===== config.mk =====
export PLATFORM = sky130hd
export DESIGN_NAME = one_button_countdown_timer_core
export DESIGN_NICKNAME = d
export VERILOG_FILES = /design/src/obcd_pkg.sv /design/src/obcd_csr.sv /design/src/obcd_engine.sv /design/src/one_button_countdown_timer_core.sv
export SDC_FILE = /design/constraint.sdc
export NUM_CORES = 1
export LEC_CHECK = 0
export BUFFER_PORTS_ARGS = -buffer_cell sky130_fd_sc_hd__buf_2
export CAP_MARGIN = 0
export CORE_MARGIN = 2
export CORE_UTILIZATION = 60
export CTS_CLUSTER_DIAMETER = 120
export DETAILED_ROUTE_END_ITERATION = 7
export HOLD_SLACK_MARGIN = 0.1
export PLACE_DENSITY = 0.8
export SYNTH_ARGS = -nofsm -noshare
export SYNTH_HDL_FRONTEND = slang
export SYNTH_SLANG_ARGS = --single-unit

===== constraint.sdc =====
create_clock -name clock -period 12.7 [get_ports clock]
set_input_delay 1.905 -clock clock [delete_from_list [all_inputs] [get_ports clock]]
set_output_delay 1.905 -clock clock [all_outputs]
set_load 0.01 [all_outputs]

===== src/obcd_pkg.sv =====
// ---------------------------------------------------------------------------
// obcd_pkg: shared types and constants of the one-button countdown timer
// Field widths, state codes, register indexes and the control bundle that
// passes from the register block to the timer engine.
// ---------------------------------------------------------------------------
package obcd_pkg;

   // Field widths.
   localparam int DUR_W    = 27;
   localparam int HOLD_W   = 16;
   localparam int STATE_W  = 2;
   localparam int IDX_W    = 8;
   localparam int CSR_W    = 32;
   localparam int REQ_W    = 8;
   localparam int RSP_W    = 32;

   // Blink timing: the digits are shown for the first half of each period.
   localparam int BLINK_HALF_MS = 500;
   localparam int BLINK_W       = $clog2(2 * BLINK_HALF_MS);
   localparam logic [BLINK_W-1:0] BLINK_HALF = BLINK_W'(BLINK_HALF_MS);
   localparam logic [BLINK_W-1:0] BLINK_LAST = BLINK_W'(2 * BLINK_HALF_MS - 1);

   // Reset values of the configuration registers.
   localparam logic [DUR_W-1:0]  DURATION_RESET   = DUR_W'(5000);
   localparam logic [HOLD_W-1:0] LONG_PRESS_RESET = HOLD_W'(1000);
   localparam logic [HOLD_W-1:0] HOLD_MAX         = '1;

   // Register indexes.
   localparam logic [IDX_W-1:0] REG_DURATION   = IDX_W'(0);
   localparam logic [IDX_W-1:0] REG_LONG_PRESS = IDX_W'(1);

   // Timer states as they appear on the result channel.
   typedef enum logic [STATE_W-1:0] {
      ST_STOPPED  = 2'd0,
      ST_RUNNING  = 2'd1,
      ST_PAUSED   = 2'd2,
      ST_FINISHED = 2'd3
   } run_state_type;

   // Configuration as seen by the engine.
   typedef struct packed {
      logic [DUR_W-1:0]  duration;
      logic [HOLD_W-1:0] long_press;
      logic              clear_timer;
   } cfg_type;

   // One result item.
   typedef struct packed {
      logic          show_time;
      run_state_type timer_state;
      logic [DUR_W-1:0] remaining_ms;
   } result_type;

endpackage


===== src/obcd_csr.sv =====
// ---------------------------------------------------------------------------
// obcd_csr: configuration registers
// Holds the countdown length and the long-press time, and flags a duration
// write so that the engine returns the timer to stopped.
// ---------------------------------------------------------------------------
module obcd_csr (
   input  logic                         clock,
   input  logic                         reset,
   input  logic                         csr_valid,
   output logic                         csr_ready,
   input  logic [obcd_pkg::IDX_W-1:0]   csr_index,
   input  logic [obcd_pkg::CSR_W-1:0]   csr_data,
   output obcd_pkg::cfg_type            cfg
);

   logic [obcd_pkg::DUR_W-1:0]  duration_ff;
   logic [obcd_pkg::HOLD_W-1:0] long_press_ff;
   logic                        wr_en;

   // Writes are always taken; unknown indexes are dropped.
   assign csr_ready = 1'b1;
   assign wr_en     = csr_valid && csr_ready;

   // Register file.
   always_ff @(posedge clock) begin
      if (reset) begin
         duration_ff   <= obcd_pkg::DURATION_RESET;
         long_press_ff <= obcd_pkg::LONG_PRESS_RESET;
      end else if (wr_en) begin
         if (csr_index == obcd_pkg::REG_DURATION) begin
            duration_ff <= csr_data[obcd_pkg::DUR_W-1:0];
         end
         if (csr_index == obcd_pkg::REG_LONG_PRESS) begin
            long_press_ff <= csr_data[obcd_pkg::HOLD_W-1:0];
         end
      end
   end

   assign cfg.duration    = duration_ff;
   assign cfg.long_press  = long_press_ff;
   assign cfg.clear_timer = wr_en && (csr_index == obcd_pkg::REG_DURATION);

endmodule


===== src/obcd_engine.sv =====
// ---------------------------------------------------------------------------
// obcd_engine: timer state and per-tick update
// Advances the countdown, tracks the button press and forms the result of
// each tick from the updated state in one pass of logic.
// ---------------------------------------------------------------------------
module obcd_engine (
   input  logic                   clock,
   input  logic                   reset,
   input  logic                   tick_en,
   input  logic                   level,
   input  obcd_pkg::cfg_type      cfg,
   output obcd_pkg::result_type   result
);

   obcd_pkg::run_state_type         run_ff, run_in;
   logic [obcd_pkg::DUR_W-1:0]      elapsed_ff, elapsed_in;
   logic                            prev_level_ff;
   logic                            armed_ff, armed_in;
   logic [obcd_pkg::HOLD_W-1:0]     hold_ff, hold_in;
   logic [obcd_pkg::BLINK_W-1:0]    blink_ff, blink_in;
   logic [obcd_pkg::DUR_W-1:0]      elapsed_inc;
   logic                            falling, rising;

   assign falling     = !level && prev_level_ff;
   assign rising      = level && !prev_level_ff;
   assign elapsed_inc = elapsed_ff + obcd_pkg::DUR_W'(1);

   // Time step, then button step, for the tick being taken.
   always_comb begin
      run_in     = run_ff;
      elapsed_in = elapsed_ff;
      armed_in   = armed_ff;
      hold_in    = hold_ff;

      if (run_ff == obcd_pkg::ST_RUNNING) begin
         if (elapsed_inc >= cfg.duration) begin
            elapsed_in = cfg.duration;
            run_in     = obcd_pkg::ST_FINISHED;
         end else begin
            elapsed_in = elapsed_inc;
         end
      end

      if (falling) begin
         armed_in = 1'b1;
         hold_in  = '0;
      end else if (!level && armed_ff && (hold_ff != obcd_pkg::HOLD_MAX)) begin
         hold_in = hold_ff + obcd_pkg::HOLD_W'(1);
      end

      // A held press resets the timer once the hold time is reached.
      if (!level && armed_in && (hold_in >= cfg.long_press)) begin
         run_in     = obcd_pkg::ST_STOPPED;
         elapsed_in = '0;
         armed_in   = 1'b0;
      end

      // Short tap on release.
      if (rising && armed_in) begin
         case (run_in)
            obcd_pkg::ST_FINISHED: begin
               run_in     = obcd_pkg::ST_STOPPED;
               elapsed_in = '0;
            end
            obcd_pkg::ST_RUNNING: run_in = obcd_pkg::ST_PAUSED;
            default:              run_in = obcd_pkg::ST_RUNNING;
         endcase
         armed_in = 1'b0;
      end
   end

   // Free-running blink phase.
   assign blink_in = (blink_ff >= obcd_pkg::BLINK_LAST) ? '0
                                                       : blink_ff + obcd_pkg::BLINK_W'(1);

   // Result of this tick, from the updated state.
   always_comb begin
      result.timer_state = run_in;
      result.show_time   = 1'b1;
      case (run_in)
         obcd_pkg::ST_STOPPED:  result.remaining_ms = cfg.duration;
         obcd_pkg::ST_FINISHED: begin
            result.remaining_ms = '0;
            result.show_time    = (blink_ff < obcd_pkg::BLINK_HALF);
         end
         default: begin
            result.remaining_ms = (elapsed_in <= cfg.duration) ?
                                  cfg.duration - elapsed_in : '0;
         end
      endcase
   end

   // State registers; a duration write returns the timer to stopped.
   always_ff @(posedge clock) begin
      if (reset) begin
         run_ff        <= obcd_pkg::ST_STOPPED;
         elapsed_ff    <= '0;
         prev_level_ff <= 1'b1;
         armed_ff      <= 1'b0;
         hold_ff       <= '0;
         blink_ff      <= '0;
      end else if (cfg.clear_timer) begin
         run_ff     <= obcd_pkg::ST_STOPPED;
         elapsed_ff <= '0;
      end else if (tick_en) begin
         run_ff        <= run_in;
         elapsed_ff    <= elapsed_in;
         prev_level_ff <= level;
         armed_ff      <= armed_in;
         hold_ff       <= hold_in;
         blink_ff      <= blink_in;
      end
   end

   // The elapsed count never passes the duration.
   a_elapsed_bound: assert property (@(posedge clock) disable iff (reset)
      elapsed_ff <= cfg.duration)
      else $error("elapsed count beyond duration");

   // A stopped timer has no elapsed time.
   a_stopped_zero: assert property (@(posedge clock) disable iff (reset)
      (run_ff == obcd_pkg::ST_STOPPED) |-> (elapsed_ff == '0))
      else $error("stopped timer with elapsed time");

   // A falling edge on an accepted tick arms the press with a fresh hold count.
   a_fall_arms: assert property (@(posedge clock) disable iff (reset)
      (tick_en && falling && !cfg.clear_timer && (cfg.long_press != '0))
      |=> (armed_ff && (hold_ff == '0)))
      else $error("falling edge did not arm the press");

endmodule


===== src/one_button_countdown_timer_core.sv =====
// ---------------------------------------------------------------------------
// one_button_countdown_timer_core: one-button countdown timer
// Takes one millisecond tick with the sampled button level per transfer and
// returns the remaining time, timer state and blink flag of that tick.
//
//   Channel | Direction | Ports                  | Content
//   req     | in        | req_tvalid/tready/tdata | one tick, button level
//   rsp     | out       | rsp_tvalid/tready/tdata | remaining, state, show flag
//   csr     | in        | csr_valid/ready/index/data | register writes
//
// The whole update is one pass of logic between the timer state registers
// and the result register, so a tick is accepted in every cycle while the
// result register is empty or being drained. The result is registered and
// appears in the cycle after its tick is accepted. Reset is synchronous
// and returns the timer to stopped with the reset register values. When the
// result side stalls, the result register holds and no further tick is accepted.
// ---------------------------------------------------------------------------
module one_button_countdown_timer_core (
   input  logic                        clock,
   input  logic                        reset,
   input  logic                        req_tvalid,
   output logic                        req_tready,
   input  logic [obcd_pkg::REQ_W-1:0]  req_tdata,  // [0] button_level, [7:1] zero
   output logic                        rsp_tvalid,
   input  logic                        rsp_tready,
   output logic [obcd_pkg::RSP_W-1:0]  rsp_tdata,  // [26:0] remaining_ms,
                                                   // [28:27] timer_state,
                                                   // [29] show_time, [31:30] zero
   input  logic                        csr_valid,
   output logic                        csr_ready,
   input  logic [obcd_pkg::IDX_W-1:0]  csr_index,
   input  logic [obcd_pkg::CSR_W-1:0]  csr_data
);

   obcd_pkg::cfg_type    cfg;
   obcd_pkg::result_type result;
   obcd_pkg::result_type rsp_data_ff;
   logic                 rsp_valid_ff, rsp_valid_in;
   logic                 tick_en;

   // A tick is taken whenever the result register is free this cycle.
   assign req_tready = !rsp_valid_ff || rsp_tready;
   assign tick_en    = req_tvalid && req_tready;

   obcd_csr u_csr (
      .clock     (clock),
      .reset     (reset),
      .csr_valid (csr_valid),
      .csr_ready (csr_ready),
      .csr_index (csr_index),
      .csr_data  (csr_data),
      .cfg       (cfg)
   );

   obcd_engine u_engine (
      .clock   (clock),
      .reset   (reset),
      .tick_en (tick_en),
      .level   (req_tdata[0]),
      .cfg     (cfg),
      .result  (result)
   );

   // Result register.
   assign rsp_valid_in = tick_en || (rsp_valid_ff && !rsp_tready);

   always_ff @(posedge clock) begin
      if (reset) begin
         rsp_valid_ff <= 1'b0;
      end else begin
         rsp_valid_ff <= rsp_valid_in;
      end
   end

   always_ff @(posedge clock) begin
      if (tick_en) begin
         rsp_data_ff <= result;
      end
   end

   assign rsp_tvalid = rsp_valid_ff;
   assign rsp_tdata  = {{(obcd_pkg::RSP_W - $bits(obcd_pkg::result_type)){1'b0}}, rsp_data_ff};

   // A finished timer always reports no time left.
   a_finished_zero: assert property (@(posedge clock) disable iff (reset)
      (rsp_valid_ff && (rsp_data_ff.timer_state == obcd_pkg::ST_FINISHED))
      |-> (rsp_data_ff.remaining_ms == '0))
      else $error("finished result with time left");

endmodule


Word level (Yosys, flattened, before mapping)
Cells that the tools add are included.
- register bits after elaboration: 131
- bits in latches: 0
- bits in writable memories: 0
- bits in read-only memories: 0
- input port bits: 53
- output and inout port bits: 35
- word-level logic and storage cells: 68
- memories kept: 0
- $add $sub $neg: 4
- multipliers: 0
- div/mod/pow operators: 0
- $lt $le $gt $ge: 5
- eq/ne operators: 6
- shift operators: 0
- muxes and demuxes: 18
- bitwise gates (word level): 1
- reductions and logical operators: 22
- operators with widths (kind ; number):
    $mux W27 ; 6
    $pmux W27 S2 ; 1
    $mux W16 ; 2
    $add A27 B1 Y27 const B ; 1
    $ge A27 B27 Y1 ; 1
    $le A27 B27 Y1 ; 1
    $sub A27 B27 Y27 ; 1
    $add A16 B1 Y16 const B ; 1
    $ge A16 B16 Y1 ; 1
    $ne A16 B16 Y1 const B ; 1
    $add A10 B1 Y10 const B ; 1
    $ge A10 B10 Y1 const B ; 1
    $logic_and A1 B1 Y1 ; 10
    $lt A10 B9 Y1 const B ; 1
    $mux W10 ; 1
    $eq A8 B1 Y1 const B ; 1
    $logic_not A8 Y1 ; 1
    $mux W2 ; 4
    $reduce_and A2 Y1 ; 3
    $eq A2 B1 Y1 const B ; 2
    $eq A2 B2 Y1 const B ; 2
    $logic_not A1 Y1 ; 4
    $pmux W2 S2 ; 1
    $mux W1 ; 3
    4 further kinds ; 5

Logic depth before layout (Yosys ltp)
Gate-level depths: netlist of the first run.
- depth in word-level cells: 14
- gate-level depth with buffers: 28
- mapped depth without buffers: 25

By module
From an unflattened synthesis of the first run, not the netlist that was laid out.
- cell total of the unflattened synthesis: 1162
- area, all modules: 9529.1 um2
- by module, submodules not included (module ; times used ; cells an instance ; area each (um2) ; sequential area each (um2)):
    obcd_engine ; 1 ; 939 ; 6749.0 ; 1141.1
    obcd_csr ; 1 ; 185 ; 1805.5 ; 860.8
    one_button_countdown_timer_core ; 1 ; 38 ; 974.7 ; 920.9

Worst setup path before layout of the first run
Ideal clock, no wire load.
- path kind: input port to flip-flop
- start point: input req_tdata[0] in the netlist's numbering
- end point: register rsp_data_ff, in the netlist rsp_tdata[24] (data pin)
- library setup time: 261 ps
- arrival: 6559 ps
- data required time: 12439 ps
- slack: 5879 ps
- stages on the path: 24
- buffers on the path: 2
- cell sequence: nor2b_1 -> nand2_1 -> nor3b_2 -> and3_1 -> xnor2_1 -> nor2_1 -> ha_1 -> nand4_1 -> nor3_1 -> o211ai_1 -> a211oi_2 -> nand2b_1 -> clkbuf_1 -> a211o_1 -> ha_1 -> a21oi_2 -> o21ai_0 -> a221o_1 -> a311oi_2 -> nor2_2 -> a221oi_4 -> a31o_4 -> buf_12 -> o31ai_4
- RTL lines (element ; line ; RTL):
    from (decl) ; one_button_countdown_timer_core.sv:23 ; input logic [obcd_pkg::REQ_W-1:0] req_tdata,
    to (signal assigned) ; one_button_countdown_timer_core.sv:77 ; rsp_data_ff <= result;
    to (decl) ; one_button_countdown_timer_core.sv:37 ; obcd_pkg::result_type rsp_data_ff;

==> results of run 1 <==
[metrics by stage]
step                setup WS (ns)  util, %
CTS                          4.47     67.6
detailed placement           4.06     63.6
global placement             4.10     63.6
global route                 4.03     67.6
floorplan                    5.88        -
finish                       4.31     67.6
[state kept, by name, summed over array words and instances, names as in the netlist]
signal,cells
rsp_tdata,30
u_engine.armed_ff,1
u_engine.elapsed_ff,27
u_engine.run_ff,2
rsp_tvalid,1
u_csr.duration_ff,27
u_engine.prev_level_ff,1
u_engine.blink_ff,10
u_csr.long_press_ff,16
u_engine.hold_ff,16
[routing by layer]
layer  vias up  global-route usage [%]  share of wire, %
met5         -                       0                 0
met1      4114                    37.8                44
met4         0                    10.3               2.3
met3        43                    4.48               6.2
met2       301                    49.6                48
li1       4330                       -                 -
[path summary, 6_finish.rpt]
check                                             start                       to  cells after the start
worst min-delay path            u_csr.long_press_ff[14]  u_csr.long_press_ff[14]                      2
worst max register to register   u_engine.elapsed_ff[0]             rsp_tdata[2]                     25
worst min register to register  u_csr.long_press_ff[14]  u_csr.long_press_ff[14]                      2
worst max-delay path                       req_tdata[0]             rsp_tdata[2]                     24
[cell type report]
cell class	count	area (sq um)
multi-input cells	935	6180
clock buffers	21	493
clock inverters	10	143
well taps	216	270
repair buffers	81	428
inverters	61	229
flip-flops and latches	131	2920
fillers	1363	5110
[Yosys cell counts, drive strengths merged (21+ instances only)]
cell    count
a21oi     111
buf        22
clkbuf     37
dfxtp     101
edfxtp     30
ha         75
inv        61
nand2     187
nand3      38
nand4      21
nor2       90
o21ai      78
xnor2      31
xor2       38
[worst register-to-register path, cell delays in order, from the launching register on]
cell and delay [ns]:
dfxtp_1 0.45, ha_1 0.32, and4_1 0.30, nand3_2 0.18
nor4_4 0.42, and2_1 0.25, xor2_1 0.17, ha_1 0.26
and3_1 0.19, nand4_1 0.13, o21ai_0 0.10, a21oi_1 0.18
o31a_2 0.20, buf_4 0.47, a21o_1 0.24, nand2b_1 0.29
a211o_1 0.37, ha_1 0.38, a21oi_2 0.21, o21ai_0 0.12
a221o_1 0.40, a311oi_2 0.23, nor2_2 0.13, a221oi_4 0.35
a31o_4 0.50, o21ai_2 0.12
[logic make-up (layout without fill, tap and decap cells)]
family | Yosys count | count (layout) | synth area share, %
fa+ha+maj | 76 | 76 | 9.97
simple gates | 441 | 441 | 21.8
flops | 131 | 131 | 30.4
other cells | 2 | 3 | 0.0781
compound gates | 333 | 333 | 24.5
xor+xnor | 69 | 69 | 6.29
buf+inv | 121 | 173 | 5.60
mux | 13 | 13 | 1.37
[report_power, final]
part / internal, mW / switching [mW]
logic: 0.0178 / 0.0379
clock network: 0.338 / 0.191
registers: 0.432 / 0.00283
total: 0.788 / 0.231
==> impl_metrics.ini, run 1 <==
[logic_synthesis]
syn_area_sq_um = 9610
ys_ff_latch = 131
syn_avg_cell_area_sq_um = 8.10
synth.largest_area_cell = dfxtp_1
synth_top_area_share_pct = 21.0
synthesis.instances = 1186
synth_cell_types = 85
synth_flop_cell = dfxtp_1
postSynth.asyncResetShare_pct = 0
synth-edff-count = 30
netlist_top_cells_area = dfxtp_1 (21%), ha_1 (9.8%), edfxtp_1 (9.4%), nand2_1 (7.3%), a21oi_1 (5.6%)
ys_seq_area_share_pct = 30.4
yosysWarnings = 0

[place]
placed_area_sq_um = 10000
port_buffers = 72
dp_cells = 1424
routabilityCongestion = 0.946
hpwl_mm = 17.2

[cts]
tritoncts = yes
numCtsBuffers = 17
postCtsSetupBuffers = 0
clkSinkCount = 131
hold_buffers = 0
root_buffer = clkbuf_16
cts_htree_levels = 4
clock_path_buffers = 2
cts.clk_slew.worst_paths_ns = 0.06
cts_resized = 0
clkLatencyLatePin_ns = 0.43

[sta]
slew_headroom_pct = 28.4
fmax_mhz = 119
fin_setup_tns_ns = 0
timing.hold.ws_ns = 0.460
post-route-min-period_ns = 8.39
fin_skew_ns = 0.00773
grt_setup_unrepaired = no
fin_crit_sh_pct = 66.0
setup_viol = 0
hold_viol_final = 0
drv_slew = 0
tightest_slew_ns = 1.07

[final_layout]
final_area_sq_um = 10700
instances_no_fill = 1455
drive_gt1_share_pct = 14.2
area_delta_synth_final_pct = 10.9
antenna_cells = 0
nNetsFinal = 1356
final_cell_mix = nand2_1 (187), a21oi_1 (107), dfxtp_1 (101)
final_common_cell = nand2_1

[setup_path]
slowest_stage = nor2_2
r2r_slack_ns = 5.49
critPathCaptureType = flop
path_class = primary input to flop
path_cells = buf_2, nor2b_1, nand2_1, nor3b_2, and3_1, xnor2_1, nor2_1, ha_1, nand4_1, nor2_1, a2111oi_0, o21a_1, a211oi_2, nor2_2, o21ai_0, ha_1, nand4_1, inv_1, a221o_1, a311oi_2, nor2_2, a221oi_4, a31o_4, o21ai_2
path_delay_family = compound AO/OA/AOI/OAI gates
crit_required_ns = 12.86
cp.arrival_ns = 8.55
start_kind = primary input
cpPeakStageDelay_ns = 0.75
cp.buffers_inverters = 2
cp_max_fo = 20

[power]
p_per_area_nw_per_um2 = 95.6
ir_worst_vdd_uv = 98.6
finalPower_mw = 1.02
p_leak_nw = 4.24

[global_route]
antenna_found_initial = 0
grt_max_degree = 56
grt_pass1_vias = 8003
grt_pass1_wl_mm = 39.3
grt_usage_pct = 29.2
grt_overflow = 0

[routing]
drt_iter0_drc = 745
antenna_left = 0
wl_per_cell_um = 16.6
drt-pass1-iter-count = 5
vias_per_cell = 6.04
wl_mm = 24.2
vias = 8788
drc = 0

[job]
cap_violations = 0

[die]
num_io_pins = 88
die_h_um = 131
fp-row-count = 46
fp.dieW_um = 131
initial_utilization_pct = 60.9
die-area_sq_um = 17000
fp.coreArea_sq_um = 15800

[status]
status = completed

[hold_path]
hold_path_class = flop to flop
(Power assumes the default switching activity.)
==> run 2, diff against run 1 <==
CORE_UTILIZATION = 55   (was 60)
PLACE_DENSITY = 0.78   (was 0.8)
clock period = 7.69 ns   (was 12.7 ns; I/O delays follow)
==> impl_metrics.ini, run 2 (synthesis results as in run 1) <==
[sta]
post-route-min-period_ns = 6.83
fmax_mhz = 146
grt_setup_unrepaired = no
fin_skew_ns = 0.00811
hold_viol_final = 0
fin_setup_tns_ns = 0
setup_viol = 0
tightest_slew_ns = 0.991
fin_crit_sh_pct = 88.8
drv_slew = 0
timing.hold.ws_ns = 0.458
slew_headroom_pct = 33.8

[power]
ir_worst_vdd_uv = 147
clockPowerShare_pct = 49.4
pwr-share-seq_pct = 44.8
p_per_area_nw_per_um2 = 150
p_sw_mw = 0.384
internal_power_mw = 1.22
swShare_pct = 23.9
finalPower_mw = 1.60
p_leak_nw = 4.27
p_comb_share_pct = 5.8

[place]
placed_area_sq_um = 10100
routabilityCongestion = 0.909
port_buffers = 72
hpwl_mm = 17.5

[global_route]
grt_pass1_wl_mm = 39.0
grt_usage_pct = 26.3
antenna_found_initial = 0
grt_max_degree = 56
grt_overflow = 0
grt_pass1_vias = 8072

[cts]
cts.clk_slew.worst_paths_ns = 0.06
clkLatencyLatePin_ns = 0.43
cts_resized = 0
tritoncts = yes
cts_htree_levels = 4
clock_path_buffers = 2
numCtsBuffers = 17
clkSinkCount = 131
root_buffer = clkbuf_16
hold_buffers = 0
postCtsSetupBuffers = 0

[routing]
drc = 0
drt_iter0_drc = 682
vias = 8742
antenna_left = 0
wl_mm = 23.7
vias_per_cell = 5.92
drt-pass1-iter-count = 6
wl_per_cell_um = 16.1

[final_layout]
final_area_sq_um = 10700
final_cell_mix = nand2_1 (187), a21oi_1 (107), dfxtp_1 (101)
final_common_cell = nand2_1
area_delta_synth_final_pct = 11.6
largest_register_ffs = 30
nNetsFinal = 1369
antenna_cells = 0
nFillCells = 1512
drive_gt1_share_pct = 15.2

[die]
initial_utilization_pct = 56.0
die_h_um = 136
fp.coreArea_sq_um = 17200
fp.dieW_um = 136
num_io_pins = 88
fp-row-count = 48
die-area_sq_um = 18500

[job]
cap_violations = 0

[setup_path]
critPathCaptureType = flop
path_class = flop to flop
cp.arrival_ns = 7.02
crit_required_ns = 7.88
start_kind = flop
cp_max_fo = 44

[hold_path]
hold_path_class = flop to flop

[status]
status = completed
## run 2: cell count changes in the layout (fill, tap and decap cells not counted)
cell | previous run | this run
bufinv_16 | 3 | 0
inv_6 | 2 | 1
clkinvlp_4 | 0 | 2
inv_4 | 2 | 3
buf_12 | 0 | 1
clkbuf_8 | 1 | 3
clkbuf_1 | 1 | 0
buf_4 | 9 | 21
## run 2: through the flow
stage / utilization (%) / instances / setup slack (ns)
3_5_place_dp: 59.1 / 1446 / 0.798
6_report: 62.5 / 1477 / 0.858
5_1_grt: 62.5 / 1477 / 0.377
4_1_cts: 62.5 / 1477 / 0.962
2_1_floorplan: - / 1187 / 1.62
3_3_place_gp: 59.1 / 1446 / 0.813
## run 2: per-layer routing
layer / track usage [%] / vias to the layer above / wire length (um)
met5: 0 / - / 0
met4: 10.1 / 0 / 554
met3: 4.29 / 44 / 1640
met2: 42.8 / 313 / 11000
met1: 35.0 / 4032 / 10500
li1: - / 4353 / -
## run 2: layout make-up
| class | instances | area (sq um) | share of cell area (%) |
|---|---|---|---|
| inverter | 61 | 229 | 2.13 |
| clock buffer | 22 | 517 | 4.82 |
| sequential | 131 | 2920 | 27.2 |
| multi-input combinational | 935 | 6180 | 57.6 |
| tap | 225 | 282 | 2.62 |
| timing repair buffer | 94 | 538 | 5.01 |
| clock inverter | 9 | 65.1 | 0.606 |
## run 2: final timing paths
check	cells after the start	slack, ns	start	endpoint
worst max-delay path	25	0.86	u_engine.elapsed_ff[0]	rsp_tdata[3]
worst min-delay path	2	0.46	u_csr.long_press_ff[15]	u_csr.long_press_ff[15]
worst max register to register	25	0.86	u_engine.elapsed_ff[0]	rsp_tdata[3]
worst min register to register	2	0.46	u_csr.long_press_ff[15]	u_csr.long_press_ff[15]
## run 2: critical path, cell delays in order (launching register included)
cell and delay, ns:
dfxtp_1 0.45, ha_1 0.32, and4_1 0.30, nand3_2 0.18
nor4_4 0.41, and2_1 0.24, xor2_1 0.18, ha_1 0.26
and3_1 0.19, nand4_1 0.14, o21ai_0 0.11, a21oi_1 0.20
o31a_2 0.24, buf_4 0.47, nor2_1 0.08, a31o_1 0.22
a211o_1 0.34, ha_1 0.36, o211a_1 0.16, a211oi_2 0.31
a21oi_2 0.12, a311oi_2 0.32, nor2_2 0.12, a221oi_4 0.34
a31oi_4 0.20, a32o_1 0.30
## run 2: power groups by stage
stage	clock, mW	sequential [mW]	combinational [mW]
3_5_place_dp	0	0.733	0.0927
5_1_grt	0.834	0.719	0.102
2_1_floorplan	0	0.737	0.0535
6_report	0.793	0.718	0.0934
3_3_place_gp	0	0.733	0.0916
4_1_cts	0.802	0.718	0.0932
==> run 3, diff against run 2 <==
CORE_UTILIZATION = 60   (was 55)
clock period = 8.05 ns   (was 7.69 ns; I/O delays follow)
==> impl_metrics.ini, run 3 (synthesis results as in run 1) <==
[routing]
drc = 0
wl_per_cell_um = 15.9
wl_mm = 23.3
antenna_left = 0
drt_iter0_drc = 586
vias = 8572
drt-pass1-iter-count = 5
vias_per_cell = 5.86

[cts]
clkSinkCount = 131
root_buffer = clkbuf_16
cts_resized = 0
tritoncts = yes
postCtsSetupBuffers = 0
clock_path_buffers = 2
hold_buffers = 0
clkLatencyLatePin_ns = 0.42
numCtsBuffers = 17
cts_htree_levels = 4
cts.clk_slew.worst_paths_ns = 0.06

[sta]
fin_crit_sh_pct = 86.0
tightest_slew_ns = 1.13
fin_setup_tns_ns = 0
grt_setup_unrepaired = no
fin_skew_ns = 0.00822
drv_slew = 0
fmax_mhz = 144
setup_viol = 0
hold_viol_final = 0
post-route-min-period_ns = 6.93
slew_headroom_pct = 24.8

[setup_path]
crit_required_ns = 8.21
slowest_stage = dfxtp_1
cpPeakStageDelay_ns = 0.47
critPathCaptureType = flop
path_common_cell = ha_1
cp_max_fo = 35
cp.arrival_ns = 7.09
r2r_slack_ns = 1.12
path_class = flop to flop
start_kind = flop

[hold_path]
hold_path_class = flop to flop

[final_layout]
fin_util_pct = 67.7
nNetsFinal = 1363
final_area_sq_um = 10700
final_cell_mix = nand2_1 (187), a21oi_1 (107), dfxtp_1 (101)
antenna_cells = 0
largest_register_ffs = 30
area_delta_synth_final_pct = 11.0
nFillCells = 1358
final_common_cell = nand2_1
drive_gt1_share_pct = 14.5

[global_route]
grt_overflow = 0
grt_max_degree = 56
grt_usage_pct = 28.3
grt_pass1_wl_mm = 38.7
antenna_found_initial = 0
grt_pass1_vias = 8016

[power]
ir_worst_vdd_uv = 154
p_leak_nw = 4.24
p_per_area_nw_per_um2 = 144

[place]
routabilityCongestion = 0.946
port_buffers = 72
hpwl_mm = 17.3
placed_area_sq_um = 10100

[status]
status = completed

[job]
cap_violations = 0

[die]
die_h_um = 131
initial_utilization_pct = 60.9
fp.coreArea_sq_um = 15800
fp.dieW_um = 131
num_io_pins = 88
die-area_sq_um = 17000
fp-row-count = 46
==> run 3: cell types whose count changed in the layout (fill, tap and decap cells not counted) <==
cell / change
buf_4: -6
clkbuf_1: +3
bufinv_16: +2
clkbuf_8: -2
clkinv_2: +2
clkinv_4: -2
inv_4: -2
clkbuf_16: -1
clkinvlp_4: +1
inv_6: -1
==> run 3: worst paths after layout <==
kind                      startpoint  cells past startpoint                      end
max           u_engine.elapsed_ff[0]                     26             rsp_tdata[2]
min          u_csr.long_press_ff[11]                      2  u_csr.long_press_ff[11]
max reg2reg   u_engine.elapsed_ff[0]                     26             rsp_tdata[2]
min reg2reg  u_csr.long_press_ff[11]                      2  u_csr.long_press_ff[11]
==> run 3: layer usage <==
metal	track usage [%]	share of wire, %
met4	9.89	2.4
met3	4.15	5.7
met2	47.3	47
met1	37.6	45
met5	0	0
==> run 3: stage by stage <==
stage	instances	total power, mW	setup slack (ns)	hold WS (ns)
finish	1462	1.54	1.12	0.458
global placement	1431	0.786	1.13	0.443
floorplan	1187	0.755	1.93	0.436
global route	1462	1.58	0.703	0.472
detailed placement	1431	0.787	1.15	0.452
CTS	1462	1.55	1.23	0.459
==> run 3: layout make-up <==
cell class / instances / area, sq um / share of cell area, %
inverters: 61 / 229 / 2.15
repair buffers: 88 / 493 / 4.62
multi-input cells: 935 / 6180 / 57.9
well taps: 216 / 270 / 2.53
clock inverters: 9 / 104 / 0.973
flip-flops and latches: 131 / 2920 / 27.4
clock buffers: 22 / 475 / 4.46
==> run 3: worst max-delay path, delay by kind of cell (launching register included) <==
| kind | cells | cell delay (ns) |
|---|---|---|
| AOI/OAI and AO/OA | 10 | 2.13 |
| and+or+nand+nor | 9 | 2.01 |
| adders and majority gates | 3 | 0.96 |
| buffers and inverters | 2 | 0.62 |
| DFF | 1 | 0.47 |
| muxes | 1 | 0.23 |
| xor gates and xnor gates | 1 | 0.22 |
==> run 3: report_power, final <==
group / total (mW) / switching [mW] / internal [mW]
registers: 0.686 / 0.00449 / 0.682
logic: 0.0877 / 0.0586 / 0.0290
clock network: 0.767 / 0.288 / 0.479
